$ cat src/rtl/core/typed_value_stream_decoder_assert.svh
// Assertion macros shared by the typed value stream decoder RTL.
`ifndef TYPED_VALUE_STREAM_DECODER_ASSERT_SVH
`define TYPED_VALUE_STREAM_DECODER_ASSERT_SVH
`ifndef SYNTH
`define TVSD_ASSERT(lbl, prop, msg) \
  lbl: assert property (@(posedge clk_i) disable iff (!rst_ni) (prop)) else $error(msg);
`define TVSD_ASSERT_IMPL(lbl, ante, cons, msg) \
  `TVSD_ASSERT(lbl, (ante) |=> (cons), msg)
`else
`define TVSD_ASSERT(lbl, prop, msg)
`define TVSD_ASSERT_IMPL(lbl, ante, cons, msg)
`endif
`endif

$ cat src/rtl/core/tvsd_pkg.sv
// Package with the codes and constants of the typed value stream decoder.
package tvsd_pkg;

  localparam int LengthBitsDefault = 32;

  typedef enum logic [2:0] {
    KUnsigned = 3'd0,
    KSigned   = 3'd1,
    KF32      = 3'd2,
    KF64      = 3'd3,
    KBool     = 3'd4,
    KStrLen   = 3'd5,
    KStrByte  = 3'd6,
    KNan      = 3'd7
  } kind_e;

  localparam logic [3:0] FuncNumber = 4'd0;
  localparam logic [3:0] FuncString = 4'd1;
  localparam logic [3:0] FuncBool   = 4'd2;
  localparam logic [3:0] FuncInt8   = 4'd3;
  localparam logic [3:0] FuncUint8  = 4'd4;
  localparam logic [3:0] FuncInt16  = 4'd5;
  localparam logic [3:0] FuncUint16 = 4'd6;
  localparam logic [3:0] FuncInt32  = 4'd7;
  localparam logic [3:0] FuncUint32 = 4'd8;
  localparam logic [3:0] FuncInt64  = 4'd9;
  localparam logic [3:0] FuncUint64 = 4'd10;
  localparam logic [3:0] FuncF32    = 4'd11;
  localparam logic [3:0] FuncF64    = 4'd12;

  localparam logic [7:0] PfxF32     = 8'hca;
  localparam logic [7:0] PfxF64     = 8'hcb;
  localparam logic [7:0] PfxUint8   = 8'hcc;
  localparam logic [7:0] PfxUint16  = 8'hcd;
  localparam logic [7:0] PfxUint32  = 8'hce;
  localparam logic [7:0] PfxUint64  = 8'hcf;
  localparam logic [7:0] PfxInt8    = 8'hd0;
  localparam logic [7:0] PfxInt16   = 8'hd1;
  localparam logic [7:0] PfxInt32   = 8'hd2;
  localparam logic [7:0] PfxInt64   = 8'hd3;
  localparam logic [7:0] PfxNegLow  = 8'he0;
  localparam logic [7:0] PfxFixStr  = 8'ha0;
  localparam logic [7:0] PfxFixStrE = 8'hbf;
  localparam logic [7:0] PfxStr8    = 8'hd9;
  localparam logic [7:0] PfxStr16   = 8'hda;
  localparam logic [7:0] PfxStr32   = 8'hdb;
  localparam logic [7:0] FixStrMask = 8'h1f;

  localparam logic [63:0] NanBits = 64'h7FF8_0000_0000_0000;

endpackage

$ cat src/rtl/core/typed_value_stream_decoder.sv
// Top level of the typed value stream decoder.
// The block takes an encoded byte stream, one byte per input transaction on
// in_byte_i, with the expected type on func_i sampled at the first byte of
// each value. Numbers carry a prefix (fixint, uint and int of 8 to 64 bits,
// float of 32 or 64 bits), fixed-width types gather 1 to 8 little-endian
// bytes, and strings give a length result, then one result per data byte.
// Each output transaction carries value_bits_o, value_kind_o and is_last_o.
// A byte that yields a result shows it in the cycle after its transaction,
// from the output register; only the last payload or length byte gives one.
// One byte is accepted in every cycle: the decode of a byte is a prefix
// compare or a byte-lane write into the assembly register, done in the
// cycle of its transaction. in_ready_o is low only while a result waits in
// the output register and out_ready_i is low; then the input side stalls.
// Reset returns the decoder to the start of a value and empties the output
// register.
module typed_value_stream_decoder
  import tvsd_pkg::*;
#(
  parameter int LengthBits = LengthBitsDefault
) (
  input  logic        clk_i,
  input  logic        rst_ni,
  input  logic        in_valid_i,
  output logic        in_ready_o,
  input  logic [7:0]  in_byte_i,
  input  logic [3:0]  func_i,
  output logic        out_valid_o,
  input  logic        out_ready_i,
  output logic [63:0] value_bits_o,
  output logic [2:0]  value_kind_o,
  output logic        is_last_o
);

`include "typed_value_stream_decoder_assert.svh"

  typedef enum logic [1:0] {
    PhIdle    = 2'd0,
    PhPayload = 2'd1,
    PhStrLen  = 2'd2,
    PhStrData = 2'd3
  } phase_e;

  localparam logic [31:0] LenMax = 32'((64'd1 << LengthBits) - 64'd1);

  phase_e                  phase_q, phase_d;
  logic [3:0]              bytes_left_q, bytes_left_d;
  logic [2:0]              byte_pos_q, byte_pos_d;
  logic [63:0]             assembly_q, assembly_d;
  kind_e                   pending_kind_q, pending_kind_d;
  logic [LengthBits-1:0]   string_left_q, string_left_d;

  logic                    out_valid_q;
  logic [63:0]             out_bits_q;
  kind_e                   out_kind_q;
  logic                    out_last_q;

  logic                    take;
  logic                    emit;
  logic [63:0]             res_bits;
  kind_e                   res_kind;
  logic                    res_last;

  logic [63:0]             asm_or;
  logic [63:0]             asm_sext;
  logic                    asm_sign;

  logic                    str_go;
  logic [31:0]             str_len;
  logic                    fix_go;
  logic [3:0]              fix_n;
  kind_e                   fix_kind;
  logic                    num_go;
  logic [3:0]              num_n;
  kind_e                   num_kind;

  assign in_ready_o   = !out_valid_q || out_ready_i;
  assign take         = in_valid_i && in_ready_o;
  assign out_valid_o  = out_valid_q;
  assign value_bits_o = out_bits_q;
  assign value_kind_o = out_kind_q;
  assign is_last_o    = out_last_q;

  always_comb begin
    asm_or = assembly_q;
    for (int i = 0; i < 8; i++) begin
      if (byte_pos_q == 3'(i)) begin
        asm_or[8*i +: 8] = assembly_q[8*i +: 8] | in_byte_i;
      end
    end
  end

  assign asm_sign = asm_or[{byte_pos_q, 3'd7}];

  always_comb begin
    asm_sext = asm_or;
    for (int i = 0; i < 8; i++) begin
      if (3'(i) > byte_pos_q) begin
        asm_sext[8*i +: 8] = {8{asm_sign}};
      end
    end
  end

  always_comb begin
    phase_d        = phase_q;
    bytes_left_d   = bytes_left_q;
    byte_pos_d     = byte_pos_q;
    assembly_d     = assembly_q;
    pending_kind_d = pending_kind_q;
    string_left_d  = string_left_q;
    emit           = 1'b0;
    res_bits       = '0;
    res_kind       = KUnsigned;
    res_last       = 1'b0;
    str_go         = 1'b0;
    str_len        = '0;
    fix_go         = 1'b0;
    fix_n          = 4'd1;
    fix_kind       = KUnsigned;
    num_go         = 1'b0;
    num_n          = 4'd1;
    num_kind       = KUnsigned;

    if (take) begin
      unique case (phase_q)
        PhPayload, PhStrLen: begin
          assembly_d = asm_or;
          if (bytes_left_q <= 4'd1) begin
            if (phase_q == PhStrLen) begin
              str_go  = 1'b1;
              str_len = asm_or[31:0];
            end else begin
              emit         = 1'b1;
              res_bits     = (pending_kind_q == KSigned) ? asm_sext : asm_or;
              res_kind     = pending_kind_q;
              res_last     = 1'b1;
              phase_d      = PhIdle;
              bytes_left_d = '0;
              byte_pos_d   = '0;
            end
          end else begin
            bytes_left_d = bytes_left_q - 4'd1;
            byte_pos_d   = byte_pos_q + 3'd1;
          end
        end
        PhStrData: begin
          emit     = 1'b1;
          res_bits = 64'(in_byte_i);
          res_kind = KStrByte;
          if (string_left_q <= LengthBits'(1)) begin
            res_last      = 1'b1;
            string_left_d = '0;
            phase_d       = PhIdle;
          end else begin
            string_left_d = string_left_q - LengthBits'(1);
          end
        end
        PhIdle: begin
          unique case (func_i)
            FuncNumber: begin
              if (in_byte_i < 8'h80) begin
                emit     = 1'b1;
                res_bits = 64'(in_byte_i);
                res_kind = KUnsigned;
                res_last = 1'b1;
              end else if (in_byte_i >= PfxNegLow) begin
                emit     = 1'b1;
                res_bits = {56'hFF_FFFF_FFFF_FFFF, in_byte_i};
                res_kind = KSigned;
                res_last = 1'b1;
              end else begin
                num_go = 1'b1;
                unique case (in_byte_i)
                  PfxF32:    begin num_n = 4'd4; num_kind = KF32;      end
                  PfxF64:    begin num_n = 4'd8; num_kind = KF64;      end
                  PfxUint8:  begin num_n = 4'd1; num_kind = KUnsigned; end
                  PfxUint16: begin num_n = 4'd2; num_kind = KUnsigned; end
                  PfxUint32: begin num_n = 4'd4; num_kind = KUnsigned; end
                  PfxUint64: begin num_n = 4'd8; num_kind = KUnsigned; end
                  PfxInt8:   begin num_n = 4'd1; num_kind = KSigned;   end
                  PfxInt16:  begin num_n = 4'd2; num_kind = KSigned;   end
                  PfxInt32:  begin num_n = 4'd4; num_kind = KSigned;   end
                  PfxInt64:  begin num_n = 4'd8; num_kind = KSigned;   end
                  default: begin
                    num_go   = 1'b0;
                    emit     = 1'b1;
                    res_bits = NanBits;
                    res_kind = KNan;
                    res_last = 1'b1;
                  end
                endcase
              end
            end
            FuncString: begin
              if (in_byte_i >= PfxFixStr && in_byte_i <= PfxFixStrE) begin
                str_go  = 1'b1;
                str_len = 32'(in_byte_i & FixStrMask);
              end else if (in_byte_i < 8'h80) begin
                str_go  = 1'b1;
                str_len = 32'(in_byte_i);
              end else if (in_byte_i == PfxStr8 || in_byte_i == PfxUint8) begin
                phase_d      = PhStrLen;
                bytes_left_d = 4'd1;
                byte_pos_d   = '0;
                assembly_d   = '0;
              end else if (in_byte_i == PfxStr16 || in_byte_i == PfxUint16) begin
                phase_d      = PhStrLen;
                bytes_left_d = 4'd2;
                byte_pos_d   = '0;
                assembly_d   = '0;
              end else if (in_byte_i == PfxStr32) begin
                phase_d      = PhStrLen;
                bytes_left_d = 4'd4;
                byte_pos_d   = '0;
                assembly_d   = '0;
              end else begin
                str_go  = 1'b1;
                str_len = '0;
              end
            end
            FuncBool: begin
              emit     = 1'b1;
              res_bits = 64'(in_byte_i != 8'd0);
              res_kind = KBool;
              res_last = 1'b1;
            end
            FuncInt8:   begin fix_go = 1'b1; fix_n = 4'd1; fix_kind = KSigned;   end
            FuncUint8:  begin fix_go = 1'b1; fix_n = 4'd1; fix_kind = KUnsigned; end
            FuncInt16:  begin fix_go = 1'b1; fix_n = 4'd2; fix_kind = KSigned;   end
            FuncUint16: begin fix_go = 1'b1; fix_n = 4'd2; fix_kind = KUnsigned; end
            FuncInt32:  begin fix_go = 1'b1; fix_n = 4'd4; fix_kind = KSigned;   end
            FuncUint32: begin fix_go = 1'b1; fix_n = 4'd4; fix_kind = KUnsigned; end
            FuncInt64:  begin fix_go = 1'b1; fix_n = 4'd8; fix_kind = KSigned;   end
            FuncUint64: begin fix_go = 1'b1; fix_n = 4'd8; fix_kind = KUnsigned; end
            FuncF32:    begin fix_go = 1'b1; fix_n = 4'd4; fix_kind = KF32;      end
            FuncF64:    begin fix_go = 1'b1; fix_n = 4'd8; fix_kind = KF64;      end
            default: begin
            end
          endcase
        end
        default: begin
        end
      endcase

      if (num_go) begin
        phase_d        = PhPayload;
        pending_kind_d = num_kind;
        bytes_left_d   = num_n;
        byte_pos_d     = '0;
        assembly_d     = '0;
      end

      if (fix_go) begin
        pending_kind_d = fix_kind;
        assembly_d     = 64'(in_byte_i);
        if (fix_n <= 4'd1) begin
          emit     = 1'b1;
          res_bits = (fix_kind == KSigned) ? {{56{in_byte_i[7]}}, in_byte_i}
                                           : 64'(in_byte_i);
          res_kind = fix_kind;
          res_last = 1'b1;
        end else begin
          phase_d      = PhPayload;
          bytes_left_d = fix_n - 4'd1;
          byte_pos_d   = 3'd1;
        end
      end

      if (str_go) begin
        if (str_len > LenMax) begin
          str_len = LenMax;
        end
        bytes_left_d = '0;
        byte_pos_d   = '0;
        assembly_d   = '0;
        emit         = 1'b1;
        res_bits     = 64'(str_len);
        res_kind     = KStrLen;
        if (str_len == 32'd0) begin
          res_last      = 1'b1;
          phase_d       = PhIdle;
          string_left_d = '0;
        end else begin
          phase_d       = PhStrData;
          string_left_d = str_len[LengthBits-1:0];
        end
      end
    end
  end

  always_ff @(posedge clk_i or negedge rst_ni) begin
    if (!rst_ni) begin
      phase_q        <= PhIdle;
      bytes_left_q   <= '0;
      byte_pos_q     <= '0;
      assembly_q     <= '0;
      pending_kind_q <= KUnsigned;
      string_left_q  <= '0;
      out_valid_q    <= 1'b0;
    end else begin
      phase_q        <= phase_d;
      bytes_left_q   <= bytes_left_d;
      byte_pos_q     <= byte_pos_d;
      assembly_q     <= assembly_d;
      pending_kind_q <= pending_kind_d;
      string_left_q  <= string_left_d;
      if (take) begin
        out_valid_q <= emit;
      end else if (out_ready_i) begin
        out_valid_q <= 1'b0;
      end
    end
  end

  always_ff @(posedge clk_i) begin
    if (take && emit) begin
      out_bits_q <= res_bits;
      out_kind_q <= res_kind;
      out_last_q <= res_last;
    end
  end

  `TVSD_ASSERT(payload_count_ok,
      phase_q == PhPayload |-> bytes_left_q != 4'd0 && bytes_left_q <= 4'd8,
      "payload phase with an impossible byte count")
  `TVSD_ASSERT(strdata_count_ok, phase_q == PhStrData |-> string_left_q != '0,
      "string data phase with no bytes left")
  `TVSD_ASSERT_IMPL(payload_silent,
      take && phase_q == PhPayload && bytes_left_q > 4'd1, !out_valid_q,
      "payload byte produced a result")
  `TVSD_ASSERT_IMPL(strdata_emits, take && phase_q == PhStrData,
      out_valid_q && out_kind_q == KStrByte,
      "string data byte did not produce a string byte result")
  `TVSD_ASSERT(open_length_in_data,
      out_valid_q && out_kind_q == KStrLen && !out_last_q |-> phase_q == PhStrData,
      "open string length result outside the string data phase")

endmodule

$ cat config.mk
export PLATFORM = sky130hd
export DESIGN_NAME = typed_value_stream_decoder
export DESIGN_NICKNAME = d
export VERILOG_FILES = /design/src/rtl/core/tvsd_pkg.sv /design/src/rtl/core/typed_value_stream_decoder.sv
export VERILOG_INCLUDE_DIRS = /design/src /design/src/rtl/core
export SDC_FILE = /design/constraint.sdc
export NUM_CORES = 1
export LEC_CHECK = 0
export CAP_MARGIN = 25
export CORE_MARGIN = 3
export CORE_UTILIZATION = 47
export DETAILED_ROUTE_END_ITERATION = 16
export DONT_BUFFER_PORTS = 1
export SYNTH_ARGS = -nofsm -noshare
export SYNTH_HDL_FRONTEND = slang
export SYNTH_SLANG_ARGS = --single-unit
$ cat constraint.sdc
create_clock -name clk_i -period 6.3 [get_ports clk_i]
set_input_delay 1.89 -clock clk_i [delete_from_list [all_inputs] [get_ports clk_i]]
set_output_delay 1.89 -clock clk_i [all_outputs]
set_load 0.05 [all_outputs]
# Yosys cells after proc, flatten, opt, wreduce, memory -nomap -nowiden
# Cells that the tools add are included.
# W data, S select, Z words.
[op_classes]
add_sub_neg = 4
n_mul = 0
n_div = 0
n_lt_le_gt_ge = 17
n_eq_ne = 41
shifts = 0
n_mux = 161
bitwise = 9
reduce_logical = 31
[op_table]
columns = ["operator", "count"]
rows = [
  ["$mux W64", 17],
  ["$mux W32", 11],
  ["$pmux W64 S2", 2],
  ["$pmux W64 S3", 1],
  ["$mux W8", 19],
  ["$eq A8 B8 Y1 const B", 13],
  ["$mux W4", 18],
  ["$mux W3", 23],
  ["$or A8 B8 Y8", 8],
  ["$pmux W32 S2", 1],
  ["$mux W63", 1],
  ["$mux W2", 19],
  ["$mux W1", 35],
  ["$gt A32 B32 Y1 const B", 1],
  ["$le A32 B1 Y1 const B", 1],
  ["$logic_not A32 Y1", 1],
  ["$sub A32 B1 Y32 const B", 1],
  ["$pmux W4 S3", 2],
  ["$eq A4 B4 Y1 const B", 5],
  ["$reduce_or A10 Y1", 2],
  ["$pmux W2 S3", 3],
  ["$eq A4 B3 Y1 const B", 4],
  ["$ge A8 B8 Y1 const B", 2],
  ["$ne A5 B5 Y1 const B", 3],
  ["other kinds (38)", 70],
]
[totals]
ff_bits = 177
latchBits = 0
ramBits = 0
romBits = 0
inputBits = 16
output_inout_bits = 70
elab_cells = 275
memories = 0

# Depth between registers and ports, before layout
[depth]
depth_word = 14
depth_mapped = 14
depth_no_buf = 12

# Least setup slack after synthesis
# No wires, ideal clock.
[synth_path]
path_type = "in2reg"
start = "input func_i[1]"
end = "register out_last_q (netlist: is_last_o) (enable)"
setup_time_ns = 0.494
t_arrival_ns = 6.334
required_time_ns = 5.806
slack_ns = -0.528
path_stages = 8
path_buffers = 2
cell_sequence = "nor4b_1 -> nand2_1 -> a311o_1 -> nand2_1 -> buf_2 -> buf_1 -> nor3_1 -> nor2_1"
[synth_via]
elab_chain_cells = 11
elab_cells_between_ends = 34
cone_classes = "order compare (1); eq/ne (12); mux (15); reduce/logical (6)"
[synth_rtl]
columns = ["element", "line", "source"]
rows = [
  ["start, declared", "typed_value_stream_decoder.sv:26", "input logic [3:0] func_i,"],
  ["$eq A4 B4 Y1 or $eq A4 B3 Y1 (tied branches)", "typed_value_stream_decoder.sv:158", "unique case (func_i)"],
  ["$reduce_or A3 Y1 (no source line) or $reduce_or A2 Y1 (tied branches)", "n/a", ""],
  ["$pmux W4 S3", "typed_value_stream_decoder.sv:158", ""],
  ["$mux W4", "typed_value_stream_decoder.sv:124", "unique case (phase_q)"],
  ["$mux W4", "typed_value_stream_decoder.sv:123", "if (take) begin"],
  ["$le A4 B1 Y1", "typed_value_stream_decoder.sv:255", "if (fix_n <= 4'd1) begin"],
  ["$mux W1", "typed_value_stream_decoder.sv:255", ""],
  ["$mux W1", "typed_value_stream_decoder.sv:252", "if (fix_go) begin"],
  ["$mux W1 *", "typed_value_stream_decoder.sv:268", "if (str_go) begin"],
  ["$mux W1 *", "typed_value_stream_decoder.sv:123", ""],
  ["$logic_and A1 B1 Y1 *", "typed_value_stream_decoder.sv:315", "if (take && emit) begin"],
  ["end signal, assigned", "typed_value_stream_decoder.sv:318", "out_last_q <= res_last;"],
  ["end, declared", "typed_value_stream_decoder.sv:55", "logic out_last_q;"],
]
# Mark *: on every way between the ends. The rest lies on a longest branch, timed or not. The select of a mux whose other input is x is not followed.
# A chain may end at the register's enable or synchronous reset.

# Worst setup path after layout
[layout_path]
start = "input func_i[0]"
end = "register out_bits_q[20] (netlist: value_bits_o[20]), data pin"
[layout_via]
elab_chain_cells = 10
elab_cells_between_ends = 45
cone_classes = "order compare (2); eq/ne (13); mux (24); reduce/logical (6)"
[layout_rtl]
columns = ["element", "line", "source"]
rows = [
  ["branches (longest 9 deep; another with $gt A32 B32 Y1)", "n/a", ""],
  ["$mux W32 *", "typed_value_stream_decoder.sv:268", ""],
  ["end signal, assigned", "typed_value_stream_decoder.sv:316", "out_bits_q <= res_bits;"],
  ["end, declared", "typed_value_stream_decoder.sv:53", "logic [63:0] out_bits_q;"],
]
# Every way passes the cells marked *. The select of a mux whose other input is x is not followed.

==> summary.txt <==
Run
  • Max-cap violations: 0

Global routing
  • Grt total ovfl: 0
  • First-pass GRT wire length: 48.1 mm
  • GRT Resource Usage Total: 27.0%
  • Vias in the first global route: approximately 8100
  • Largest net degree at the start of global routing: around 110
  • Antenna violations before repair: 0

Layout
  • Antenna Cells: 0
  • Multi-input gate area: 0.00479 sq mm
  • Fraction of layout cells with a size suffix above 1: under 10%
  • FF+latch area: approximately 0.0047 sq mm
  • Finished Cell Area: 0.0106 sq mm
  • Nets: roughly 1100
  • Fillers: 1897
  • P&R area growth vs syn: 7.20%

Setup path
  • CP Buf/Inv Count: 1
  • Critical path endpoint category: register
  • CP max FO: 15
  • Worst stage delay on the critical path: 0.61 ns
  • Crit start category: primary input
  • Instance count on the critical path: 11
  • Delay-heaviest family, CP: compound AO/OA/AOI/OAI gates
  • Setup CP Type: in -> reg
  • CP required: approximately 6.5 ns
  • CP Cell Sequence: o21ai_0 > and2_1 > o21a_1 > inv_1 > ha_1 > o221ai_1 > nor2b_1 > o21ai_0 > nor3_1 > a31oi_1 > o21ai_0
  • Most frequent CP cell: o21ai_0
  • CP arrival: 4.80 ns
  • Critical path's slowest cell: o221ai_1
  • R2R depth: 12

Synthesis
  • Post-Syn Area: around 0.0099 sq mm
  • Largest family of logic cells by synthesized area: compound AO/OA/AOI/OAI gates
  • Synth Area in Adders: 1.77%
  • Commonest cells post-synth: o21ai_0, dfrtp_1, nor2_1
  • FF+latch count, synth: ~180
  • Compound-cell area share of the yosys netlist: 28.2%
  • Synth Area in Simple Gates: approximately 17%
  • Most numerous cell in the Yosys netlist: o21ai_0
  • Area leader, netlist: dfrtp_1
  • Distinct cell type count after synthesis: 80
  • Post-synthesis async set-or-reset flop share: 61.4%
  • Post-synth top area share: 27.2%
  • Syn. warnings: 0
  • Part of the Yosys area used for sequential elements: 47.8%
  • Net Count, Synth: 1114
  • Number of synthesized flops with an enable pin: around 70
  • Syn_area_per_cell: a little over 9 sq um
  • Mux cell area share after synthesis: 0.214%
  • Syn Inst Count: approximately 1100
  • Main synth FF type: dfrtp_1
  • Xor and xnor area share after synthesis: less than 1%
  • Synth top area cells: dfrtp_1, edfxtp_1, o21ai_0

Placed design
  • Routability Congestion: just over 0.9
  • Hpwl dp: 20.0 mm
  • Place WS: ~1.2 ns
  • Buffers on Ports: 0
  • DP Area: 0.0100 sq mm

Clock tree
  • CTS tree: built
  • CTS Sinks: 176
  • Clk pin slew, worst setup/hold paths: 0.08 ns
  • Clk buf depth: 2
  • Total setup buffers inserted after CTS: 0
  • Hold_buf cts: 0
  • Skew-Pair Late Insertion Delay: 0.44 ns
  • CTS root buffer: clkbuf_16
  • H-Tree Depth: 4
  • CTS Buf Count: 17
  • # resized after CTS: 0

Floorplanning
  • Die H: 151 um
  • Core area: approximately 0.02 sq mm
  • Initial Util: 48.4%
  • Horiz. Die Dim: approximately 150 um
  • Ports: 86
  • FP Rows: 52
  • Area of the die: between 0.02 and 0.025 sq mm

Power
  • Sw power: 0.00311 W
  • LEAKAGE: between 4 and 5 nW
  • Clock power share: between 10% and 20%
  • Pint: 0.00293 W
  • Switch share: 51.4%
  • Combinational share of power: 38.5%
  • Cell Pwr Density: 568 mW/mm^2
  • Flop pwr share: 43.9%
  • VDD IR max: 0.238 mV

Timing
  • Final Max Tran Viols: 0
  • Min cycle time layout: between 4 and 5 ns
  • Clock Skew: 0.00948 ns
  • Worst Tran Pin Value: around 1.2 ns
  • Final hold violations: 0
  • FMAX: 215 MHz
  • Slew HR: 18.9%
  • RSZ-0062 raised after global routing: no
  • Final worst slack: 1.65 ns
  • Setup tns final: 0 ns
  • Final setup vio count: 0
  • Fin crit share: 73.8%

Worst hold path
  • Cell depth of the worst min-delay path: 2
  • HP Class: reg -> reg

Route
  • Via Count: 8782
  • Drt first pass iters: 5
  • Vias per cell: 6.69
  • Antenna viol nets, final: 0
  • WL per Instance: around 23 um
  • Post-Route WL: 30.4 mm
  • Detailed router's first-iteration violation count: 1125
  • Residual DRC count: 0

Outcome
  • Outcome: completed
-- per-layer routing --
| layer | wire (um) | vias up | GRT usage (%) |
|---|---|---|---|
| li1 | - | 4019 | - |
| met1 | 13800 | 4257 | 40.9 |
| met2 | 13600 | 453 | 39.8 |
| met3 | 2530 | 53 | 3.86 |
| met4 | 532 | 0 | 8.30 |
| met5 | 0 | - | 0 |
-- placed cells by master, fill, tap and decap left out, types with 5 or more instances in the layout --
cell type	n
nor3_1	31
nor4_1	9
o22ai_1	21
o21a_1	5
nand2b_1	16
o21ai_0	122
and3b_1	6
ha_1	14
edfxtp_1	68
a31oi_1	56
o31ai_1	26
dfrtp_1	108
and2_1	8
or3_1	9
nand2_1	77
buf_4	13
inv_6	5
a21oi_1	82
o211ai_1	8
nor3b_1	6
a211oi_1	38
nand3_1	17
nand4_1	8
o32ai_1	5
clkbuf_16	17
nor2_1	101
a22o_1	19
nand3b_1	5
nor2b_1	11
or4_1	5
o221ai_1	5
a22oi_1	7
inv_1	20
-- state kept, by name (all words and copies together), names as in the netlist --
name	count
assembly_q	64
value_bits_o	64
string_left_q	32
bytes_left_q	4
byte_pos_q	3
value_kind_o	3
pending_kind_q	2
phase_q	2
is_last_o	1
out_valid_o	1
-- power groups by stage --
stage | Sequential [W] | Combinational, W | Clock [W]
2_1_floorplan | 0.00258 | 0.00169 | 0
3_5_place_dp | 0.00267 | 0.00227 | 0
3_3_place_gp | 0.00267 | 0.00227 | 0
4_1_cts | 0.00266 | 0.00229 | 0.00108
6_report | 0.00265 | 0.00232 | 0.00106
5_1_grt | 0.00271 | 0.00255 | 0.00112
-- layout make-up --
type	instances	area share [%]
clock inverters	15	1.56
inverters	20	0.706
well taps	270	3.18
clock buffers	17	4.00
repair buffers	13	0.918
multi-input cells	802	45.0
flip-flops and latches	176	44.6
-- worst paths after layout --
kind | slack, ns | end | start
max in group asynchronous | 4.98 | phase_q[0] | rst_ni
setup reg to reg | 2.23 | value_bits_o[20] | phase_q[1]
setup / recovery | 1.65 | value_bits_o[20] | func_i[0]
hold / removal | 0.48 | assembly_q[24] | assembly_q[24]
hold reg to reg | 0.48 | assembly_q[24] | assembly_q[24]
min in group asynchronous | 1.14 | assembly_q[18] | rst_ni
-- through the flow --
stage                     util (%)  hold slack [ns]  total power, W  cells
after floorplan                  -            0.449         0.00426   1084
after global placement        49.0            0.459         0.00494   1281
after detailed placement      49.0            0.467         0.00494   1281
after CTS                     51.9            0.484         0.00602   1313
after global routing          51.9            0.506         0.00638   1313
final                         51.9            0.482         0.00604   1313
-- kinds of logic (layout without fill, tap and decap cells) --
family / Yosys count / in the layout
AO/OA/AOI/OAI: 442 / 442
AND/OR/NAND/NOR: 340 / 340
flip-flops: 176 / 176
buffers and inverters: 106 / 65
adder cells (fa/ha/maj): 14 / 14
XOR/XNOR: 4 / 4
multiplexers: 2 / 2
-- worst register-to-register path, delay by kind of cell (launching register included) --
| family | cells | cell delay [ns] |
|---|---|---|
| AOI/OAI and AO/OA | 4 | 1.70 |
| adders and majority gates | 2 | 0.42 |
| buffers and inverters | 2 | 0.36 |
| DFF | 1 | 0.44 |
| and+or+nand+nor | 4 | 0.86 |
No activity file was read; power rests on OpenSTA's default activity.
